File: src/design/rtp_nack_list_generator_defines.svh
// ---------------------------------------------------------------------------
// NACK list generator assertion macros
// Concurrent assertion wrappers, removed for synthesis.
// ---------------------------------------------------------------------------
`ifndef RTP_NACK_LIST_GENERATOR_DEFINES_SVH
`define RTP_NACK_LIST_GENERATOR_DEFINES_SVH
`ifndef SYNTHESIS
`define NACK_ASSERT_IMPL(label, ante, cons) \
  label: assert property (@(posedge clk) disable iff (!rst_n) (ante) |-> (cons)) \
    else $error("assertion failed");
`define NACK_ASSERT_NEXT(label, ante, cons) \
  label: assert property (@(posedge clk) disable iff (!rst_n) (ante) |=> (cons)) \
    else $error("assertion failed");
`else
`define NACK_ASSERT_IMPL(label, ante, cons)
`define NACK_ASSERT_NEXT(label, ante, cons)
`endif
`endif

File: src/design/nack_pkg.sv
// ---------------------------------------------------------------------------
// NACK list generator package
// Shared widths, table geometry and controller/datapath command types.
// ---------------------------------------------------------------------------
package nack_pkg;
  localparam int TableDepth = 64;
  localparam int IdxW       = (TableDepth > 1) ? $clog2(TableDepth) : 1;
  localparam int CntW       = $clog2(TableDepth + 1);
  localparam int SeqW       = 16;
  localparam int TimeW      = 32;
  localparam int RetryW     = 8;
  localparam int RttW       = 16;
  localparam int CfgW       = 16;
  localparam int CfgIdxW    = 1;

  localparam logic [CfgIdxW-1:0] CFG_RTT   = 1'b0;
  localparam logic [CfgIdxW-1:0] CFG_RETRY = 1'b1;

  // controller -> datapath commands
  typedef struct packed {
    logic latch;      // capture input beat
    logic set_high;   // highest_seq <= seq, started <= 1
    logic scan_clr;   // clear scan counter and accumulators
    logic scan_step;  // look at one table entry
    logic scan_mode;  // 0: find / min search, 1: tick update
    logic del_hit;    // drop the matched entry
    logic ins_write;  // write candidate into found slot
    logic cand_next;  // advance insertion candidate
    logic emit_find;  // reset emit search
    logic emit_step;  // scan for next larger listed seq
    logic emit_out;   // present one result
  } nack_cmd_t;

  // datapath -> controller status
  typedef struct packed {
    logic is_tick;
    logic first_pkt;
    logic is_dup;
    logic is_old;
    logic scan_done;
    logic hit;
    logic has_gap;
    logic cand_last;
    logic emit_found;
  } nack_sts_t;
endpackage

File: src/design/nack_ctrl.sv
// ---------------------------------------------------------------------------
// NACK controller
// Sequences packet handling, gap insertion and tick scan/emit.
// ---------------------------------------------------------------------------
module nack_ctrl (
  input  logic                clk,
  input  logic                rst_n,
  input  logic                start,
  output logic                busy,
  input  nack_pkg::nack_sts_t sts,
  output nack_pkg::nack_cmd_t cmd,
  output logic                out_valid
);
  import nack_pkg::*;

  localparam logic [3:0] S_IDLE  = 4'd0;
  localparam logic [3:0] S_DEC   = 4'd1;
  localparam logic [3:0] S_OLDS  = 4'd2;
  localparam logic [3:0] S_OLDD  = 4'd3;
  localparam logic [3:0] S_GAP   = 4'd4;
  localparam logic [3:0] S_INSS  = 4'd5;
  localparam logic [3:0] S_INSW  = 4'd6;
  localparam logic [3:0] S_TICK  = 4'd7;
  localparam logic [3:0] S_EFIND = 4'd8;
  localparam logic [3:0] S_EOUT  = 4'd9;

  logic [3:0] state_r, state_nxt;

  always_comb begin
    state_nxt = state_r;
    cmd = '0;
    out_valid = 1'b0;
    unique case (state_r)
      S_IDLE: begin
        if (start) begin
          cmd.latch = 1'b1;
          state_nxt = S_DEC;
        end
      end
      S_DEC: begin
        cmd.scan_clr = 1'b1;
        if (sts.is_tick) state_nxt = S_TICK;
        else if (sts.first_pkt) begin
          cmd.set_high = 1'b1;
          state_nxt = S_IDLE;
        end else if (sts.is_dup) state_nxt = S_IDLE;
        else if (sts.is_old) state_nxt = S_OLDS;
        else begin
          cmd.set_high = 1'b1;
          state_nxt = S_GAP;
        end
      end
      S_OLDS: begin
        cmd.scan_step = 1'b1;
        if (sts.scan_done) begin
          cmd.scan_step = 1'b0;
          state_nxt = S_OLDD;
        end
      end
      S_OLDD: begin
        cmd.del_hit = sts.hit;
        state_nxt = S_IDLE;
      end
      S_GAP: begin
        cmd.scan_clr = 1'b1;
        state_nxt = sts.has_gap ? S_INSS : S_IDLE;
      end
      S_INSS: begin
        cmd.scan_step = 1'b1;
        if (sts.scan_done) begin
          cmd.scan_step = 1'b0;
          state_nxt = S_INSW;
        end
      end
      S_INSW: begin
        cmd.ins_write = 1'b1;
        cmd.scan_clr = 1'b1;
        cmd.cand_next = 1'b1;
        state_nxt = sts.cand_last ? S_IDLE : S_INSS;
      end
      S_TICK: begin
        cmd.scan_step = 1'b1;
        cmd.scan_mode = 1'b1;
        if (sts.scan_done) begin
          cmd.scan_step = 1'b0;
          cmd.emit_find = 1'b1;
          state_nxt = S_EFIND;
        end
      end
      S_EFIND: begin
        cmd.emit_step = 1'b1;
        if (sts.scan_done) begin
          cmd.emit_step = 1'b0;
          state_nxt = sts.emit_found ? S_EOUT : S_IDLE;
        end
      end
      S_EOUT: begin
        cmd.emit_out = 1'b1;
        cmd.emit_find = 1'b1;
        out_valid = 1'b1;
        state_nxt = S_EFIND;
      end
      default: state_nxt = S_IDLE;
    endcase
  end

  always_ff @(posedge clk) begin
    if (!rst_n) state_r <= S_IDLE;
    else state_r <= state_nxt;
  end

  assign busy = state_r != S_IDLE;
endmodule

File: config.mk
export PLATFORM = sky130hd
export DESIGN_NAME = nack_ctrl
export DESIGN_NICKNAME = d
export VERILOG_FILES = /design/src/design/rtp_nack_list_generator_defines.svh /design/src/design/nack_pkg.sv /design/src/design/nack_ctrl.sv
export SDC_FILE = /design/constraint.sdc
export NUM_CORES = 1
export LEC_CHECK = 0
export BUFFER_PORTS_ARGS = -buffer_cell sky130_fd_sc_hd__buf_2
export CAP_MARGIN = 30
export CORE_MARGIN = 2
export CORE_UTILIZATION = 28
export CTS_CLUSTER_DIAMETER = 150
export CTS_CLUSTER_SIZE = 24
export DETAILED_ROUTE_END_ITERATION = 12
export PLACE_DENSITY_LB_ADDON = 0.25
export SYNTH_ARGS = -nofsm -noshare
export SYNTH_HDL_FRONTEND = slang
export SYNTH_SLANG_ARGS = --single-unit
File: constraint.sdc
create_clock -name clk -period 1.9 [get_ports clk]
set_clock_uncertainty 0.2 [all_clocks]
set_input_delay 0.57 -clock clk [delete_from_list [all_inputs] [get_ports clk]]
set_output_delay 0.57 -clock clk [all_outputs]
set_load 0.05 [all_outputs]
**Yosys cells after proc, flatten, opt, wreduce, memory -nomap -nowiden**

Cells that the tools add are included.

- Bits in registers: 4
- Input port bits: 12
- Output and inout port bits: 13
- Logic and storage cells: 50

- Eq/ne operators: 14
- Mux-type cells: 30
- Reductions and logical operators: 5

Operators with widths:

| cell | number |
|---|---|
| $mux W4 | 9 |
| $pmux W4 S9 | 1 |
| $eq A4 B3 Y1 const B | 4 |
| $mux W1 | 15 |
| $ne A2 B2 Y1 const B | 5 |
| $mux W3 | 3 |
| $eq A4 B2 Y1 const B | 2 |
| $eq A4 B4 Y1 const B | 2 |
| $reduce_or A3 Y1 | 2 |
| $reduce_and A5 Y1 | 1 |
| $eq A4 B1 Y1 const B | 1 |
| $logic_not A4 Y1 | 1 |
| $reduce_bool A4 Y1 | 1 |
| $mux W2 | 1 |
| $pmux W1 S2 | 1 |

**Depth between registers and ports, before layout**

Gate-level depths: netlist (run 1).

- Depth after elaboration: 5
- Depth in mapped cells: 5
- Mapped depth without buffers: 4

**Worst setup path after synthesis (run 1)**

OpenSTA, ideal clock, no wires.

- Kind: reg-to-output
- Start point: register state_r[1]
- End point: output cmd[7] (netlist name)
- Arrival: 1944 ps
- Data required time: 1130 ps
- Setup slack: -814 ps
- Cell stages (with the launch flop): 3
- Path buffers: 0
- Path through: dfxtp_1 or3b_1 a211oi_1

RTL lines:

| what | RTL line | source |
|---|---|---|
| start, declared | nack_ctrl.sv:27 | `logic [3:0] state_r, state_nxt;` |
| start signal, assigned | nack_ctrl.sv:109 | `else state_r <= state_nxt;` |
| end, declared | nack_ctrl.sv:11 | `output nack_pkg::nack_cmd_t cmd,` |

==> run metrics, run 1 <==
status complete, but fails checks; failing checks negative setup slack; Placement Rows 15; FILL cells around 140; die area around 2300 µm²; Core Area about 1800 µm²; nets between 100 and 150; total track usage between 10% and 20%; I/O pin total 25; Worst-Skew Late Latency between 200 and 300 ps; Initial Utilization between 30% and 40%; Sink Count 4; Seq cells post-synth 4; antenna violations before repair 0; Worst VDD drop 0.0006675 V; switching share of power approximately 45%; n_diodes 0; hold crit path type in -> reg; largest net degree at the start of global routing 15; relative slew slack a little over four fifths; root buf cell clkbuf_4; initial drt markers 13; main flop type after synthesis dfxtp_1; min Tclk post-route around 2200 ps; vias 774; DIE WIDTH between 40 and 50 µm; synth cell count leaders nor2_1, o21ai_0, a21oi_1, dfxtp_1, nand2_1; Residual DRC 0; HPWL after DPL between 1 and 1.5 mm; power share of the combinational group 74.7%; top cell type by total area after synthesis dfxtp_1; Crit. End Element output pin; H-tree levels 1; P_sw between 400 and 500 µW; syn_nets 86; Area contributors post-synth dfxtp_1, nor2_1, o21ai_0; Seq/Total Area, Yosys around 15%; part of the power in registers 12.8%; Final WS setup -269.7 ps; setup violators final 13; share of the synthesized area in the top cell type ~15%; Power Density just under 800 nW/µm²; Cell Area, Synth around 530 µm²; total CTS buffers 3; Cell variety after synth 36; Largest regs state_r: 4 flops; vias in the first global route approximately 700; Int Power a little over 500 µW; CTS tree done; PnR Total Power a little over 900 µW; Fin Hold WS around 370 ps; number of flops mapped to enable cells by yosys 0; static leakage between 0.0005 and 0.0006 µW; ANT nets after route 0; clock buffer depth 2; number of flip-flops in the largest register 4; placed insts about 140; count leader, synth nor2_1; max-slew violation count 0; Synth Area per Inst 7.203 µm²; Finished Layout Cells 151; Startpoint Class register; layout cells sized above 1 69.05%; Area Growth Syn to Fin 122.5%; final hold vios 0; fin crit share 114.2%; Worst-Margin Slew around 240 ps; crit path DAT 1400 ps; Async S/R FF share, synth 0%; DRT Pass-1 Iters 4; Ys Warns 0; clock power share approximately an eighth; critical path required time about 1100 ps; final RePlAce weighted congestion between 0.8 and 0.9; Die Y between 40 and 50 µm; first-pass GRT wire length 2.932 mm; RSZ-0062 raised after global routing true; vias per cell 5.126; IO Port Bufs 24; maxcap violations 0; DRT Wirelength roughly 2.1 mm; largest register by flop count state_r; Worst Path Max Fanout 3; Crit Path Class reg -> out; FMAX between 400 and 500 MHz; global route total overflow 0; drt wl/cell around 14 µm; Mapped Cells 74; clock-pin slew on the worst setup and hold paths 40 ps
through the flow:
step	utilization, %	setup slack, ps	cell area, µm²	TNS, ps
finish	67.23	-269.7	1186	-2570
detailed placement	51.63	-165.9	910.9	-1057
floorplan	-	-178.2	639.4	-488.9
CTS	60.57	-264.5	1069	-2216
global route	67.23	-328.3	1186	-3292
global placement	51.63	-155.7	910.9	-948.7
cells by family (layout without fill, tap and decap cells):
family                 Yosys count  after routing  synth area share (%)
buffers and inverters           10             62                 10.56
flip-flops                       4              4                 15.02
AND/OR/NAND/NOR                 37             37                 43.43
AO/OA/AOI/OAI                   22             22                 29.11
multiplexers                     1              1                 1.878
power by group through the flow:
stage	Clock (µW)	Combinational [µW]	Sequential (µW)
2_1_floorplan	0	335	118
3_3_place_gp	0	509	115
3_5_place_dp	0	510	115
4_1_cts	117	581	115
5_1_grt	131	724	120
6_report	116	688	118
layer usage:
metal	global-route usage [%]	share of wire (%)
met4	9.730	1.5
met3	7.925	6.8
met1	18.24	37
met2	35.95	54
met5	0	0
final cells by class:
cell class              instances  area [µm²]  area share, %
repair buffers                 56       518.0          43.67
flip-flops and latches          4       95.09          8.017
multi-input cells              60       508.0          42.83
inverters                       3       11.26         0.9494
well taps                      25       31.28          2.637
clock buffers                   3       22.52          1.899
worst max-delay path, cell delays in order, from the launching register on:
cell      delay (ps)
dfxtp_4          340
or3b_4           420
a211oi_4         210
buf_6            180
final timing paths:
| check | startpoint | to | slack [ps] | cells after the start |
|---|---|---|---|---|
| min reg2reg | state_r[2] | state_r[0] | 560 | 3 |
| max reg2reg | state_r[2] | state_r[1] | 150 | 6 |
| max | state_r[0] | cmd[7] | -270 | 3 |
| min | rst_n | state_r[3] | 370 | 2 |
placed cells by master, fill, tap and decap left out, drive strengths merged, types with 2 or more instances in the layout:
master	Yosys	routed
buf	6	56
clkbuf	1	3
and3	3	3
nand2b	3	3
o2bb2ai	2	2
a211oi	3	3
dfxtp	4	4
o311a	2	2
o211ai	2	2
inv	3	3
nor2b	3	3
a21oi	4	4
o21ai	7	7
nor2	10	10
nor3	3	3
nand2	5	5
timing repair:
action,CTS,global route
hold buffers,0,0
resized for setup,36,26
buffers inserted,3,5
endpoints found under the setup margin,13,13
pin swaps,7,9
Note: power is estimated with default switching activity, not from simulation.
==> run 2, diff against run 1 <==
ABC_AREA = 1   (was unset)
==> run 2 against run 1 <==
Net effect:
- the run still ends with negative setup slack left
- sequential power rose by 45%
- total power increased by 42%
- combinational power up 51%
- flip-flop and latch count unchanged
- setup slack improved by 92 ps
- synthesized cell count is 20% higher
- non-clock buffer count shrank 6
- routed wire length is 28% lower
- global-route usage shrank 4.5 points
- worst hold slack improved by 44 ps
==> run metrics, run 2 <==
antenna violations before repair 0 (unchanged); Worst VDD drop 0.0007486 V (+12%); vias in the first global route 576 (-20%); most common cell after layout, fill and taps aside buf_4; die area 1980 µm² (-13%); Largest regs state_r: 4 flops; fin crit share 109.4% (-4.8 points); HPWL after DPL 1.153 mm (-18%); number of flip-flops in the largest register 4 (unchanged); total CTS buffers 3 (unchanged); nets 154 (+10%); Crit. End Element output pin; clock buffer depth 2 (unchanged); DIE WIDTH 44.50 µm (-6.6%); Worst-Skew Late Latency 230 ps (-20 ps); Crit Path Class reg -> out; Seq cells post-synth 4 (unchanged); top cell type by total area after synthesis nor2_1; layout cells sized above 1 62.14% (-6.9 points); vias per cell 4.494 (-12%); Placement Rows 14 (-1); Startpoint Class register; Int Power 629.7 µW (+23%); Async S/R FF share, synth 0% (unchanged); clock power share 7.7% (-4.8 points); CTS tree done; final RePlAce weighted congestion 0.7991 (-0.12%); FMAX 481.2 MHz (+4.4%); DRT Pass-1 Iters 4 (unchanged); I/O pin total 25 (unchanged); max-slew violation count 0 (unchanged); DRT Wirelength 1.533 mm (-28%); H-tree levels 1 (unchanged); syn_nets 101 (+17%); status complete, but fails checks; ANT nets after route 0 (unchanged); Final WS setup -178.0 ps (+91.77 ps); most frequent cells in the layout buf_4, nand2_1, nor2_1; P_sw 681.1 µW (+66%); share of the synthesized area in the top cell type 20.44% (+5.4 points); Power Density 1289 nW/µm² (+66%); Mapped Cells 89 (+20%); largest register by flop count state_r; Area contributors post-synth nor2_1, dfxtp_1, nand2_1; part of the power in registers 13.0% (+0.2 points); critical path required time 1130 ps (about the same); vias 701 (-9.4%); RSZ-0062 raised after global routing true; Worst-Margin Slew 336.6 ps (+100.5 ps); root buf cell clkbuf_4; setup violators final 13 (unchanged); total track usage 14.94% (-4.5 points); synth cell count leaders nor2_1, nand2_1, inv_1; area of placed instances 783.3 µm² (-14%); Area Growth Syn to Fin 121.5%; Core Util, Final 66.75% (-0.49 points); maxcap violations 0 (unchanged); drt wl/cell 9.827 µm (-30%); initial drt markers 10 (-3); number of flops mapped to enable cells by yosys 0 (unchanged); Cell Area, Synth 459.2 µm² (-14%); hold crit path type in -> reg; Seq/Total Area, Yosys 17.44% (+2.4 points); relative slew slack 77.32% (-6.7 points); Non-Filler Cell Area, Final 1017 µm² (-14%); Ys Warns 0 (unchanged); final hold vios 0 (unchanged); Residual DRC 0 (unchanged); Sink Count 4 (unchanged); first-pass GRT wire length 2.214 mm (-24%); Die Y 44.50 µm (-6.6%); min Tclk post-route 2078 ps (-91.77 ps); Core Area 1524 µm² (-14%); switching share of power 51.96% (+7.4 points); power share of the combinational group 79.2% (+4.5 points); main flop type after synthesis dfxtp_1; count leader, synth nor2_1; IO Port Bufs 24 (unchanged); Cell variety after synth 15 (-58%); Worst Path Max Fanout 5 (+2); Synth Area per Inst 5.159 µm² (-28%); clock-pin slew on the worst setup and hold paths 40 ps (about the same); static leakage 0.0005234 µW (+0.34%); crit path DAT 1310 ps (-90 ps); global route total overflow 0 (unchanged); failing checks negative setup slack; n_diodes 0 (unchanged); Initial Utilization 30.13% (-0.081 points); PnR Total Power 1311 µW (+42%); largest net degree at the start of global routing 6 (-9)
-- run 2: worst max-delay path, stage by stage (launching register included) --
cell and delay (ps):
dfxtp_4 360, inv_4 60, nand2_2 60, buf_4 140
nor2_4 120, nor2_2 70, nor2_4 110, buf_6 160
-- run 2: final timing paths --
path / start / to / slack [ps] / cells past startpoint
max: state_r[1] / cmd[2] / -180 / 7
min: rst_n / state_r[0] / 420 / 3
max reg2reg: state_r[2] / state_r[1] / 270 / 9
min reg2reg: state_r[1] / state_r[1] / 440 / 3
-- run 2: what timing repair did --
action                     CTS  global route
buffers inserted             0             6
setup endpoints to repair   13            13
hold buffers                 0             0
gates resized for setup     34            23
pin swaps                    2             6
-- run 2: cells by family (layout without fill, tap and decap cells) --
family	Yosys count	in the layout	share of synthesized area [%]
simple gates	60	60	56.13
buf+inv	17	68	15.53
compound gates	8	8	10.90
flops	4	4	17.44
-- run 2: area by class of cell --
cell class                 instances  area (µm²)
fill                             131       506.7
timing repair buffer              50       411.6
multi-input combinational         68       404.1
sequential                         4       95.09
inverter                          15       63.81
clock buffer                       3       22.52
tap                               16       20.02
-- run 2: per-layer routing --
layer | track usage [%] | wire length [µm] | up-vias | share of wire [%]
met5 | 0 | 0 | - | 0
met4 | 7.273 | 0 | 0 | 0
met3 | 0 | 23 | 0 | 1.5
met2 | 25.80 | 814 | 9 | 53
met1 | 19.12 | 695 | 314 | 45
li1 | - | - | 378 | -
-- run 2: power by group through the flow --
stage          registers, µW  logic, µW  clock network, µW
3_5_place_dp             146        803                  0
3_3_place_gp             146        798                  0
5_1_grt                  176       1120                111
2_1_floorplan            143        562                  0
4_1_cts                  157        867                110
6_report                 171       1040                101
-- run 2: metrics by stage --
stage | std cells | hold WS, ps | setup slack [ps] | setup TNS (ps)
finish | 156 | 415.8 | -178.0 | -1016
floorplan | 89 | 289.6 | -136.0 | -224.3
global placement | 147 | 444.9 | -98.90 | -168.6
global route | 156 | 451.4 | -232.3 | -1707
CTS | 150 | 412.4 | -146.1 | -997.4
detailed placement | 147 | 446.6 | -110.6 | -216.5
==> run 3, diff against run 2 <==
TNS_END_PERCENT = 10   (was unset)
==> run 3 against run 2 <==
Net effect:
- the run still ends with negative setup slack left
- total power shrank 4.4%
- register-to-register slack improved by 60 ps
- via count decreased by 1.7%
- setup slack gained 70 ps
- clock power increased by 5%
- largest cell class is now multi-input combinational cells
- largest power group unchanged
- highest routed layer is now met4
==> run metrics, run 3 (synthesis results as in run 2) <==
status complete, but fails checks; failing checks negative setup slack; switching share of power 53.92% (+2.0 points); n_diodes 0 (unchanged); FMAX 498.1 MHz (+3.5%); most common cell after layout, fill and taps aside buf_4; final RePlAce weighted congestion 0.7614 (-4.7%); Placement Setup Slack -73.51 ps (+37.11 ps); nets 149 (-3.2%); part of the power in registers 14.7% (+1.7 points); placed insts 146 (-0.68%); DRT Wirelength 1.543 mm (+0.65%); clock-pin slew on the worst setup and hold paths 40 ps (about the same); Int Power 577.2 µW (-8.3%); initial drt markers 9 (-1); Startpoint Class register; crit path DAT 1240 ps (-70 ps); largest net degree at the start of global routing 6 (unchanged); Crit. End Element output pin; clock power share 8.5% (+0.8 points); area of placed instances 759.5 µm² (-3.0%); DRT Pass-1 Iters 3 (-1); global route total overflow 0 (unchanged); die area 1980 µm² (unchanged); maxcap violations 0 (unchanged); first-pass GRT wire length 2.484 mm (+12%); most frequent cells in the layout buf_4, nand2_1, nor2_1; Worst VDD drop 0.0008682 V (+16%); setup violators final 10 (-3); FF-to-FF setup slack 330 ps (+60 ps); Power Density 1274 nW/µm² (-1.2%); Residual DRC 0 (unchanged); vias per cell 4.563 (+1.5%); Non-Filler Cell Area, Final 983.4 µm² (-3.3%); Worst Min Path Start rst_n; total track usage 17.17% (+2.2 points); CTS tree done; P_sw 675.4 µW (-0.83%); worst reg2reg startpoint state_r[3]; fin crit share 105.7% (-3.7 points); critical path required time 1130 ps (about the same); crit path from state_r[3]; Placement Rows 14 (unchanged); vias in the first global route 655 (+14%); Final WS setup -107.7 ps (+70.27 ps); number of flip-flops in the largest register 4 (unchanged); I/O pin total 25 (unchanged); final hold vios 0 (unchanged); hold crit path type in -> reg; power share of the combinational group 76.9% (-2.3 points); Fin Hold WS 415.9 ps (+0.1650 ps); Finished Layout Cells 151 (-3.2%); root buf cell clkbuf_4; layout cells sized above 1 62.22% (+0.079 points); Largest regs state_r: 4 flops; Worst-Margin Slew 197.7 ps (-138.9 ps); Core Area 1524 µm² (unchanged); largest register by flop count state_r; antenna violations before repair 0 (unchanged); RSZ-0062 raised after global routing true; clock buffer depth 2 (unchanged); Initial Utilization 30.13% (unchanged); vias 689 (-1.7%); Crit Path Class reg -> out; H-tree levels 1 (unchanged); max-slew violation count 0 (unchanged); relative slew slack 86.68% (+9.4 points); IO Port Bufs 24 (unchanged); Core Util, Final 64.53% (-2.2 points); ANT nets after route 0 (unchanged); min Tclk post-route 2008 ps (-70.27 ps); Die Y 44.50 µm (unchanged); Crit path largest cell delay 380 ps (+20 ps); CP cell instances inv_6 > nand2_8 > nor2_4 > o31ai_4 > inv_2 > buf_8; Sink Count 4 (unchanged); Slowest cell on crit path dfxtp_4; total CTS buffers 3 (unchanged); Worst-Skew Late Latency 240 ps (about the same); Area Growth Syn to Fin 114.2%; drt wl/cell 10.22 µm (+4.0%); DIE WIDTH 44.50 µm (unchanged); Worst Path Max Fanout 4 (-1); HPWL after DPL 1.139 mm (-1.2%); static leakage 0.0005054 µW (-3.4%)
run 3: what timing repair did:
action / 4_1_cts / 5_1_grt
resized for setup: 41 / 22
hold buffers: 0 / 0
setup buffers: 1 / 1
setup endpoints to repair: 13 / 13
pin swaps: 8 / 9
run 3: area by class of cell:
cell class / instances / area [µm²]
Tap cell: 16 / 20.02
Clock buffer: 3 / 22.52
Inverter: 15 / 66.31
Timing Repair Buffer: 45 / 362.8
Multi-Input combinational cell: 68 / 416.7
Fill cell: 124 / 540.5
Sequential cell: 4 / 95.09
run 3: worst max-delay path: cells and delay by family, from the launching register on:
family          cells  cell delay [ps]
flops               1              380
buf+inv             3              260
simple gates        2              110
compound gates      1              240
run 3: per-stage QoR:
stage / total power, µW / setup TNS, ps
6_report: 1253 / -698.0
3_3_place_gp: 907.3 / -59.23
4_1_cts: 1171 / -742.5
2_1_floorplan: 676.1 / -532.2
5_1_grt: 1340 / -1396
3_5_place_dp: 914.5 / -87.42
run 3: path summary, 6_finish.rpt:
check                    end  cells after the start
hold reg to reg   state_r[1]                      3
setup reg to reg  state_r[2]                     11
hold / removal    state_r[2]                      3
setup / recovery      cmd[7]                      6
run 3: layer usage:
| layer | wire length, µm | vias to the layer above | track usage (%) | share of wire (%) |
|---|---|---|---|---|
| met5 | 0 | - | 0 | 0 |
| met1 | 694 | 308 | 19.51 | 45 |
| met4 | 27 | 0 | 10.30 | 1.7 |
| met3 | 49 | 4 | 4.082 | 3.2 |
| met2 | 771 | 13 | 28.70 | 50 |
| li1 | - | 364 | - | - |
run 3: power groups by stage:
stage	Combinational (µW)	Sequential, µW	Clock [µW]
after floorplan	535	141	0
after global placement	767	141	0
after detailed placement	773	141	0
after CTS	895	161	115
after global routing	1030	189	117
final	963	184	106
